`src/rtl/tlbz_ways.sv`:
```
// fully associative tag array with lru order; combinational search, fill on update
module tlbz_ways #(
  parameter int WAYS  = 16,
  parameter int TAG_W = 12
) (
  input  logic             clk,
  input  logic             rst_n,
  input  logic [TAG_W-1:0] tag,
  input  logic             upd_en,
  output logic             hit
);
  localparam int WW = (WAYS > 1) ? $clog2(WAYS) : 1;

  logic [TAG_W-1:0] tag_r [WAYS];
  logic [WAYS-1:0]  valid_r;
  logic [WW-1:0]    order_r [WAYS];
  logic [WW-1:0]    hit_way;
  logic [WW-1:0]    way;
  logic [WAYS-1:0]  shift_en;
  logic             seen;

  always_comb begin
    hit = 1'b0;
    hit_way = '0;
    // last match wins: highest way
    for (int i = 0; i < WAYS; i++) begin
      if (valid_r[i] && tag_r[i] == tag) begin
        hit = 1'b1;
        hit_way = WW'(i);
      end
    end
    way = hit ? hit_way : order_r[0];
    seen = 1'b0;
    for (int p = 0; p < WAYS; p++) begin
      seen = seen | (order_r[p] == way);
      shift_en[p] = seen;
    end
  end

  always_ff @(posedge clk) begin
    if (!rst_n) begin
      valid_r <= '0;
      for (int i = 0; i < WAYS; i++) begin
        order_r[i] <= WW'(i);
      end
    end else if (upd_en) begin
      if (!hit) begin
        valid_r[way] <= 1'b1;
      end
      if (WAYS > 1) begin
        for (int p = 0; p < WAYS - 1; p++) begin
          if (shift_en[p]) begin
            order_r[p] <= order_r[p+1];
          end
        end
        order_r[WAYS-1] <= way;
      end
    end
  end

  always_ff @(posedge clk) begin
    if (upd_en && !hit) begin
      tag_r[way] <= tag;
    end
  end
endmodule

```
`config.mk`:
```
export PLATFORM = sky130hd
export DESIGN_NAME = tlbz_ways
export DESIGN_NICKNAME = d
export VERILOG_FILES = /design/src/rtl/tlbz_ways.sv
export SDC_FILE = /design/constraint.sdc
export NUM_CORES = 1
export LEC_CHECK = 0
export BUFFER_PORTS_ARGS = -buffer_cell sky130_fd_sc_hd__buf_4
export CORE_MARGIN = 3
export CORE_UTILIZATION = 40
export DETAILED_ROUTE_END_ITERATION = 8
export PLACE_DENSITY = 0.55
export SLEW_MARGIN = 20
export SYNTH_ARGS = -nofsm -noshare
export SYNTH_HDL_FRONTEND = slang
export SYNTH_SLANG_ARGS = --single-unit
```
`constraint.sdc`:
```
create_clock -name clk -period 4.7 [get_ports clk]
set_input_delay 0.235 -clock clk [delete_from_list [all_inputs] [get_ports clk]]
set_output_delay 0.235 -clock clk [all_outputs]
set_load 0.1 [all_outputs]
```
==> results of run 1 <==
critical path, cell delays in order (launching register included):
cell and delay (ns):
edfxtp_1 0.42, xnor2_1 0.15, nand4_1 0.13, nor4_1 0.07, buf_4 0.14, nor4_1 0.56, nand4_2 0.45, nor4b_1 0.28
or4_1 0.53, nand3_2 0.12, o221ai_2 0.13, a211oi_4 0.27, and4_2 0.47, a31oi_1 0.26
what timing repair did:
action / 4_1_cts / 5_1_grt
hold buffers: 0 / 0
setup endpoints to repair: 0 / 28
resized for setup: 0 / 1
layout by cell type, fill, tap and decap left out, types with 8 or more instances in the layout:
cell type | Yosys | final
edfxtp_1 | 256 | 256
xnor2_1 | 223 | 223
buf_4 | 8 | 78
nand2_1 | 48 | 48
nand4_1 | 35 | 35
clkbuf_16 | 0 | 30
nor2_1 | 29 | 29
nand3_1 | 27 | 27
xor2_1 | 18 | 18
nand2b_1 | 17 | 17
and2_1 | 17 | 17
o21a_1 | 16 | 16
dfxtp_1 | 16 | 16
nor4_1 | 16 | 14
and3_1 | 14 | 14
clkbuf_1 | 14 | 13
inv_1 | 12 | 12
nor4_2 | 9 | 11
or4_1 | 8 | 8
nor3_1 | 12 | 8
a21oi_1 | 8 | 8
kinds of logic after synthesis:
| logic type | after synthesis | synth area share (%) |
|---|---|---|
| compound gates | 68 | 4.248 |
| xor+xnor | 241 | 16.82 |
| buf+inv | 59 | 3.300 |
| flops | 272 | 63.81 |
| mux | 2 | 0.1695 |
| simple gates | 257 | 11.65 |
metal layers:
metal / GRT usage [%] / vias to the layer above
met5: 0 / -
met4: 3.169 / 0
met3: 2.301 / 33
met2: 25.94 / 92
met1: 23.53 / 3532
li1: - / 3385
flip-flops by register name, summed over array words and instances, names as in the netlist:
name,cells
tag_r,192
order_r,64
valid_r,16
power by group:
part           total (mW)  leakage [nW]  internal (mW)  switching [mW]
sequential           2.79          2.48           2.74          0.0462
clock                2.29         0.460           1.37           0.916
combinational       0.473          1.63          0.198           0.275
final timing paths:
path,endpoint,from,slack [ns]
setup / recovery,order_r[1][20],tag_r[10][2],0.38
setup reg to reg,order_r[1][20],tag_r[10][2],0.38
hold / removal,tag_r[7][5],tag[5],0.07
hold reg to reg,valid_r[0],valid_r[0],0.46
cell type report:
type / count / area (um^2) / area share (%)
multi-input cells: 568 / 4160 / 29.07
flip-flops and latches: 272 / 8008 / 55.95
repair buffers: 81 / 645.6 / 4.511
clock buffers: 45 / 827.0 / 5.779
well taps: 396 / 495.5 / 3.462
inverters: 12 / 45.04 / 0.3147
clock inverters: 10 / 130.1 / 0.9093
through the flow:
| stage | util [%] | hold WS [ns] |
|---|---|---|
| final | 46.54 | 0.07108 |
| after global routing | 46.54 | 0.06554 |
| after CTS | 46.54 | 0.05227 |
| after detailed placement | 43.42 | 0.4527 |
| after global placement | 43.42 | 0.4463 |
| after floorplan | - | 0.3339 |
==> impl_metrics.tcl, run 1 <==
set metrics [dict create \
    wl_per_cell_um 19.18 \
    finalInstanceArea_mm2 0.01431 \
    grt_pass1_vias 7096 \
    grt_pass1_wl_um 42030 \
    finalCriticalPeriod_ns 4.325 \
    post-route-period-util_pct 92.02 \
    worst_slack_ns 0.3751 \
    clk_pin_slew_worst_paths_ns 0.06 \
    hold_depth 2 \
    netlist_area_mm2 0.01255 \
    cts_tree "yes" \
    yosysWarnings 0 \
    syn_avg_cell_area_um2 13.96 \
    finalSetupTns_ns 0 \
    ir_drop_mv 0.3132 \
    critPathCaptureType "register" \
    pre_cts_ws_ns -0.008044 \
    slew_violations 0 \
    async_flop_share_pct 0 \
    synth_area_leader_cell "edfxtp_1" \
    io_buffers 15 \
    synth.net_count 914 \
    nets 980 \
    maxCapViolations 0 \
    fp.dieArea_mm2 0.03353 \
    drtIter0Drc 481 \
    wl_met2_um 12390 \
    cp.required_ns 4.92 \
    synth.most_common_cell "edfxtp_1" \
    via_count 7042 \
    grt_usage_pct 16.09 \
    drive_gt1_share_pct 14.98 \
    leakage_nw 4.577 \
    core_mm2 0.03075 \
    vias_per_cell 5.088 \
    routed-wl-met3_um 841 \
    powerDensity_mw_per_mm2 387.6 \
    cts_buffer_depth 3 \
    worstPathMaxFanout 15 \
    rows 64 \
    netlist_instances 899 \
    dr.max_layer_used "met4" \
    antenna_found_initial 0 \
    grt_overflow 0 \
    post_dp_cell_area_mm2 0.01335 \
    initial_utilization_pct 40.81 \
    hp-class "in2reg" \
    synth-seq-cells 272 \
    critPathKind "reg2reg" \
    tightest_slew_ns 1.009 \
    synth.top_cells.by_count "edfxtp_1 (256), xnor2_1 (223), nand2_1 (48), nand4_1 (35), nor2_1 (29)" \
    setup_viol 0 \
    synth-edff-count 256 \
    seq_area_frac_synth_pct 63.81 \
    ios 16 \
    place_congestion 0.7727 \
    syn2layout_area_growth_pct 14.05 \
    ant_nets 0 \
    fillers 2804 \
    rsz0062_at_grt "false" \
    rr_worst_depth 13 \
    wl_met1_um 12850 \
    first_pass_iters 4 \
    hold_violations 0 \
    dp_hpwl_um 17260 \
    die_x_um 183.1 \
    clock-sinks 272 \
    slew-limit-headroom_pct 32.61 \
    die_y_um 183.1 \
    insertion_delay_ns 0.56 \
    clock_skew_ns 0.02734 \
    drc_errors 0 \
    status "completed" \
    synthTopCellsByArea "edfxtp_1 (61%), xnor2_1 (16%), dfxtp_1 (2.6%)" \
    cp-start-kind "register" \
    final_cells 1384 \
    cts_setup_buffers 0 \
    cts_buffers 30 \
    wl_um 26550 \
    timing.fmax_ghz 0.2312 \
    synth_flop_cell "edfxtp_1" \
    cts_max_level 1 \
    grt_max_degree 55 \
    arrival_ns 4.55 \
    dp.cells 1329 \
    synth_cell_types 59 \
    cts_root_buffer "clkbuf_16" \
    synth_top_area_share_pct 61.26 \
    diodes 0 \
    p_total_mw 5.546 \
]
No activity file was read; power rests on OpenSTA's default activity.
==> run 2, diff against run 1 <==
PLACE_DENSITY = 0.57   (was 0.55)
clock period = 3.9 ns   (was 4.7 ns; I/O delays follow)
==> run 2 against run 1 <==
The flow now finishes with violations (setup timing). First-iteration DRC count increased by 9.4%. Core utilization grew 5.0 points. Sequential share of layout area down 5.4 points. Largest power group unchanged. Flip-flop and latch count stayed put. Largest cell class unchanged.
==> impl_metrics.tcl, run 2 (synthesis gave the netlist of run 1 again) <==
set metrics [dict create \
    place_congestion 0.8021 \
    first_pass_iters 4 \
    drtIter0Drc 526 \
    tightest_slew_ns 0.6226 \
    via_count 7510 \
    grt_pass1_wl_um 44710 \
    worst_slack_ns -0.1210 \
    drive_gt1_share_pct 26.91 \
    wl_per_cell_um 19.35 \
    final_cells 1485 \
    antenna_found_initial 0 \
    fillers 2648 \
    die_y_um 183.1 \
    slew-limit-headroom_pct 58.49 \
    io_buffers 15 \
    critPathKind "reg2reg" \
    largest_register_ffs 192 \
    critPathCaptureType "register" \
    cp.required_ns 4.23 \
    cts_buffers 31 \
    ant_nets 0 \
    clock_skew_ns 0.01098 \
    post-route-period-util_pct 103.1 \
    nets 1079 \
    finalCriticalPeriod_ns 4.021 \
    cts_root_buffer "clkbuf_16" \
    critPathSlowestCell "or4_4" \
    slew_violations 0 \
    final_cell_mix "edfxtp_1 (256), xnor2_1 (219), buf_4 (132)" \
    grt_pass1_vias 7582 \
    die_x_um 183.1 \
    cts_buffer_depth 3 \
    top_register "tag_r" \
    utilization_pct 51.55 \
    finalSetupTns_ns -2.299 \
    setup_viol 42 \
    pre_cts_ws_ns -0.5409 \
    slowest_delay_ns 0.53 \
    rows 64 \
    drc_errors 0 \
    largest_registers "tag_r: 192 flops, order_r: 64 flops, valid_r: 16 flops" \
    dp_hpwl_um 19180 \
    multi_input_area_mm2 0.004584 \
    rrSetupSlack_ns -0.12 \
    grt_max_degree 31 \
    rsz0062_at_grt "true" \
    vias_per_cell 5.057 \
    seqCellArea_mm2 0.008008 \
    crit_chain "xnor2_2 > nand4_1 > or4_4 > a211oi_4 > buf_4 > o221a_4 > nor4b_2 > or4_4 > nand3_4 > o221ai_4 > a211oi_4 > and4_4 > buf_12 > a21oi_1 > buf_4" \
    violations "setup timing" \
    powerDensity_mw_per_mm2 431.8 \
    syn2layout_area_growth_pct 26.33 \
    initial_utilization_pct 40.81 \
    hold_violations 0 \
    cp-start-kind "register" \
    whs_ns 0.03312 \
    hp-class "in2reg" \
    cts_max_level 1 \
    leakage_nw 5.279 \
    cts_tree "yes" \
    dp.cells 1412 \
    fp.dieArea_mm2 0.03353 \
    maxCapViolations 0 \
    core_mm2 0.03075 \
    ios 16 \
    arrival_ns 4.35 \
    worstPathMaxFanout 5 \
    clock-sinks 272 \
    timing.fmax_ghz 0.2487 \
    layout_commonest_cell "edfxtp_1" \
    grt_usage_pct 17.08 \
    clk_pin_slew_worst_paths_ns 0.06 \
    diodes 0 \
    wl_um 28730 \
    status "finished with violations" \
    ir_drop_mv 0.3947 \
    grt_overflow 0 \
    insertion_delay_ns 0.56 \
]
==> run 2: worst paths after layout <==
| path | start | endpoint | depth (start not counted) |
|---|---|---|---|
| worst max-delay path | tag_r[3][2] | order_r[1][25] | 15 |
| worst min-delay path | tag[0] | tag_r[7][0] | 1 |
| worst max register to register | tag_r[3][2] | order_r[1][25] | 15 |
| worst min register to register | valid_r[11] | valid_r[11] | 1 |
==> run 2: through the flow <==
stage,cell area [um^2],power (mW)
5_1_grt,15850,7.099
3_5_place_dp,14280,4.086
6_report,15850,6.846
4_1_cts,15730,6.902
3_3_place_gp,14280,4.083
2_1_floorplan,12570,3.812
==> run 2: metal layers <==
metal  part of all wire, %  vias to the layer above  track usage [%]
met1                    46                     3727            24.52
met5                     0                        -                0
met3                   3.8                       45            2.321
met2                    48                      153            27.91
met4                   2.2                        0            3.900
li1                      -                     3585                -
==> run 2: timing repair <==
action	4_1_cts	5_1_grt
gates resized for setup	61	25
setup endpoints to repair	83	75
pin swaps	22	5
hold buffers	10	0
buffers inserted	13	0
gates cloned	0	0
endpoints found under the hold margin	19	0
==> run 2: worst max-delay path, delay by kind of cell (launching register included) <==
kind / cells / cell delay, ns
buffers and inverters: 3 / 0.45
and+or+nand+nor: 6 / 1.69
xor gates and xnor gates: 1 / 0.28
AOI/OAI and AO/OA: 5 / 0.97
DFF: 1 / 0.41
==> run 2: power breakdown <==
part,leakage [nW],total [mW],internal (mW),switching (mW)
clock network,0.481,2.74,1.60,1.14
registers,2.48,3.36,3.30,0.0593
logic,2.32,0.747,0.350,0.397
==> run 2: layout make-up <==
type / count / share of cell area, %
sequential: 272 / 50.51
multi-input combinational: 568 / 28.92
timing repair buffer: 179 / 11.00
clock buffer: 40 / 5.359
tap: 396 / 3.125
clock inverter: 18 / 0.7972
inverter: 12 / 0.2841
==> run 3, diff against run 2 <==
ABC_AREA = 1   (was unset)
==> run 3 against run 2 <==
Die area up 14%. First-iteration DRC count up 78%. Via count up 47%. The run now ends clean. Critical path type unchanged. Core utilization down 4.3 points. Maximum frequency up 10%. Count of clock-buffer cells in the layout up 7. Clock power up 6%. Flip-flop and latch count unchanged.
==> impl_metrics.tcl, run 3 <==
set metrics [dict create \
    leakage_nw 7.066 \
    grt_overflow 0 \
    path_delay_family "simple AND/OR/NAND/NOR gates" \
    wl_met2_um 17260 \
    powerDensity_mw_per_mm2 431.1 \
    antenna_found_initial 0 \
    synth_top_area_share_pct 53.27 \
    synth_flop_cell "edfxtp_1" \
    cp_num_buf_inv 5 \
    drtIter0Drc 934 \
    finalCriticalPeriod_ns 3.655 \
    syn_avg_cell_area_um2 8.746 \
    cts_buffer_depth 3 \
    grt_pass1_vias 10524 \
    clk_pin_slew_worst_paths_ns 0.06 \
    grt_max_degree 54 \
    tightest_slew_ns 0.7401 \
    place_congestion 0.8810 \
    rows 68 \
    synth_top_family_by_area "simple AND/OR/NAND/NOR gates" \
    cts_max_level 2 \
    synthTopCellsByArea "edfxtp_1 (53%), nand2_1 (14%), nor2_1 (5.5%)" \
    nets 1740 \
    hp-class "in2reg" \
    arrival_ns 3.91 \
    finalSetupTns_ns 0 \
    top_register "tag_r" \
    largest_register_ffs 192 \
    dr.max_layer_used "met4" \
    slew-limit-headroom_pct 50.66 \
    worstPathMaxFanout 15 \
    synth-compound-area-share_pct 4.708 \
    slew_violations 0 \
    cts_buffers 34 \
    async_flop_share_pct 0 \
    initial_utilization_pct 41.17 \
    io_buffers 15 \
    dp_hpwl_um 25050 \
    synth-edff-count 256 \
    utilization_pct 47.25 \
    routed-wl-met3_um 2508 \
    final_cell_mix "nand2_1 (549), edfxtp_1 (256), nor2_1 (210)" \
    first_pass_iters 7 \
    status "completed" \
    ir_drop_mv 0.2728 \
    fillers 3266 \
    grt_pass1_wl_um 59170 \
    p_total_mw 7.141 \
    wl_met1_um 17520 \
    die_x_um 195.9 \
    yosysWarnings 0 \
    vias_per_cell 5.017 \
    synth.top_cells.by_count "nand2_1 (557), edfxtp_1 (256), nor2_1 (211), inv_1 (198), nand3_1 (57)" \
    wl_per_cell_um 17.33 \
    critPathCaptureType "register" \
    ios 16 \
    synth_area_leader_cell "edfxtp_1" \
    maxCapViolations 0 \
    synth-seq-cells 272 \
    cts_root_buffer "clkbuf_16" \
    diodes 0 \
    post-route-period-util_pct 93.71 \
    synth.net_count 1665 \
    critPathKind "reg2reg" \
    hold_violations 0 \
    netlist_instances 1650 \
    largest_registers "tag_r: 192 flops, order_r: 64 flops, valid_r: 16 flops" \
    die_y_um 195.9 \
    via_count 11057 \
    seq_area_frac_synth_pct 55.49 \
    fp.dieArea_mm2 0.03839 \
    setup_viol 0 \
    drc_errors 0 \
    cts_tree "yes" \
    drive_gt1_share_pct 10.98 \
    netlist_area_mm2 0.01443 \
    clock_skew_ns 0.02099 \
    synthXorXnorAreaFrac_pct 4.552 \
    insertion_delay_ns 0.52 \
    critPathSlowestCell "edfxtp_1" \
    yosys.area_share.simple_pct 27.07 \
    clock-sinks 272 \
    synth_cell_types 50 \
    synth.most_common_cell "nand2_1" \
    layout_commonest_cell "nand2_1" \
    grt_usage_pct 19.76 \
    synth_mux_area_share_pct 0 \
    synthAdderAreaFrac_pct 0 \
    crit_chain "xnor2_2 > buf_4 > nand3b_1 > nor2_1 > nand2_1 > nand2_1 > inv_2 > nand2_1 > nor2_2 > nand2_4 > nand4_2 > o21ai_4 > buf_12 > xor2_1 > inv_1 > nor2_1 > nand3_1 > nand4_4 > nor2_4 > buf_4 > nand3_1 > nand3_1 > or2_2" \
    slowest_delay_ns 0.41 \
    ant_nets 0 \
    cp.required_ns 4.15 \
    syn2layout_area_growth_pct 14.78 \
    cp-start-kind "register" \
    wl_um 38190 \
    timing.fmax_ghz 0.2736 \
    core_mm2 0.03505 \
]
-- run 3: changes by cell type after synthesis, moves of 16 or more --
cell      change
and2_1       -16
inv_1       +186
nand2_1     +509
nand2b_1     -16
nand3_1      +30
nor2_1      +182
o21ai_0      +29
xnor2_1     -187
xor2_1       +21
-- run 3: what timing repair did --
item / in CTS / in global routing
endpoints found under the hold margin: 13 / 0
resized for setup: 0 / 21
hold buffers: 6 / 0
buffers inserted: 0 / 12
setup endpoints to repair: 0 / 22
-- run 3: final cells by class --
type / instances / area, um^2 / area share, %
Tap cell: 455 / 569.3 / 3.437
Sequential cell: 272 / 8008 / 48.35
Inverter: 217 / 832.0 / 5.023
Clock buffer: 47 / 899.6 / 5.431
Multi-Input combinational cell: 1113 / 5300 / 32.00
Timing Repair Buffer: 87 / 838.3 / 5.061
Clock inverter: 13 / 116.4 / 0.7025
-- run 3: cells by family after synthesis --
logic type | Yosys count
and+or+nand+nor | 931
DFF | 272
buffers and inverters | 265
AOI/OAI and AO/OA | 107
xor gates and xnor gates | 75
-- run 3: power by group --
part | internal, mW | switching [mW] | total [mW]
logic | 0.285 | 0.548 | 0.833
registers | 3.34 | 0.0608 | 3.40
clock network | 1.69 | 1.22 | 2.91
-- run 3: worst paths after layout --
path         slack (ns)         start  depth (start not counted)            end
min                0.04        tag[2]                          1    tag_r[3][2]
max reg2reg        0.25  tag_r[4][10]                         23  order_r[1][3]
min reg2reg        0.46   valid_r[13]                          1    valid_r[13]
max                0.25  tag_r[4][10]                         23  order_r[1][3]
-- run 3: layer usage --
metal	track usage [%]	vias up
li1	-	5460
met1	28.46	5181
met2	31.31	361
met3	2.937	55
met4	5.492	0
met5	0	-
-- run 3: worst register-to-register path, stage by stage, from the launching register on --
cell and delay (ns):
edfxtp_1 0.41, xnor2_2 0.20, buf_4 0.13, nand3b_1 0.10
nor2_1 0.12, nand2_1 0.11, nand2_1 0.15, inv_2 0.04
nand2_1 0.08, nor2_2 0.05, nand2_4 0.12, nand4_2 0.18
o21ai_4 0.15, buf_12 0.20, xor2_1 0.16, inv_1 0.05
nor2_1 0.11, nand3_1 0.14, nand4_4 0.16, nor2_4 0.06
buf_4 0.13, nand3_1 0.08, nand3_1 0.14, or2_2 0.32
-- run 3: metrics by stage --
stage / cell area, um^2 / hold WS, ns / setup slack (ns) / instances
finish: 16560 / 0.03512 / 0.2454 / 2204
detailed placement: 15330 / 0.4474 / -0.1274 / 2126
global placement: 15330 / 0.4484 / -0.04389 / 2126
floorplan: 14430 / 0.2939 / 0.6379 / 1650
global route: 16560 / 0.02586 / -0.009433 / 2204
CTS: 16400 / 0.02083 / 0.04959 / 2192
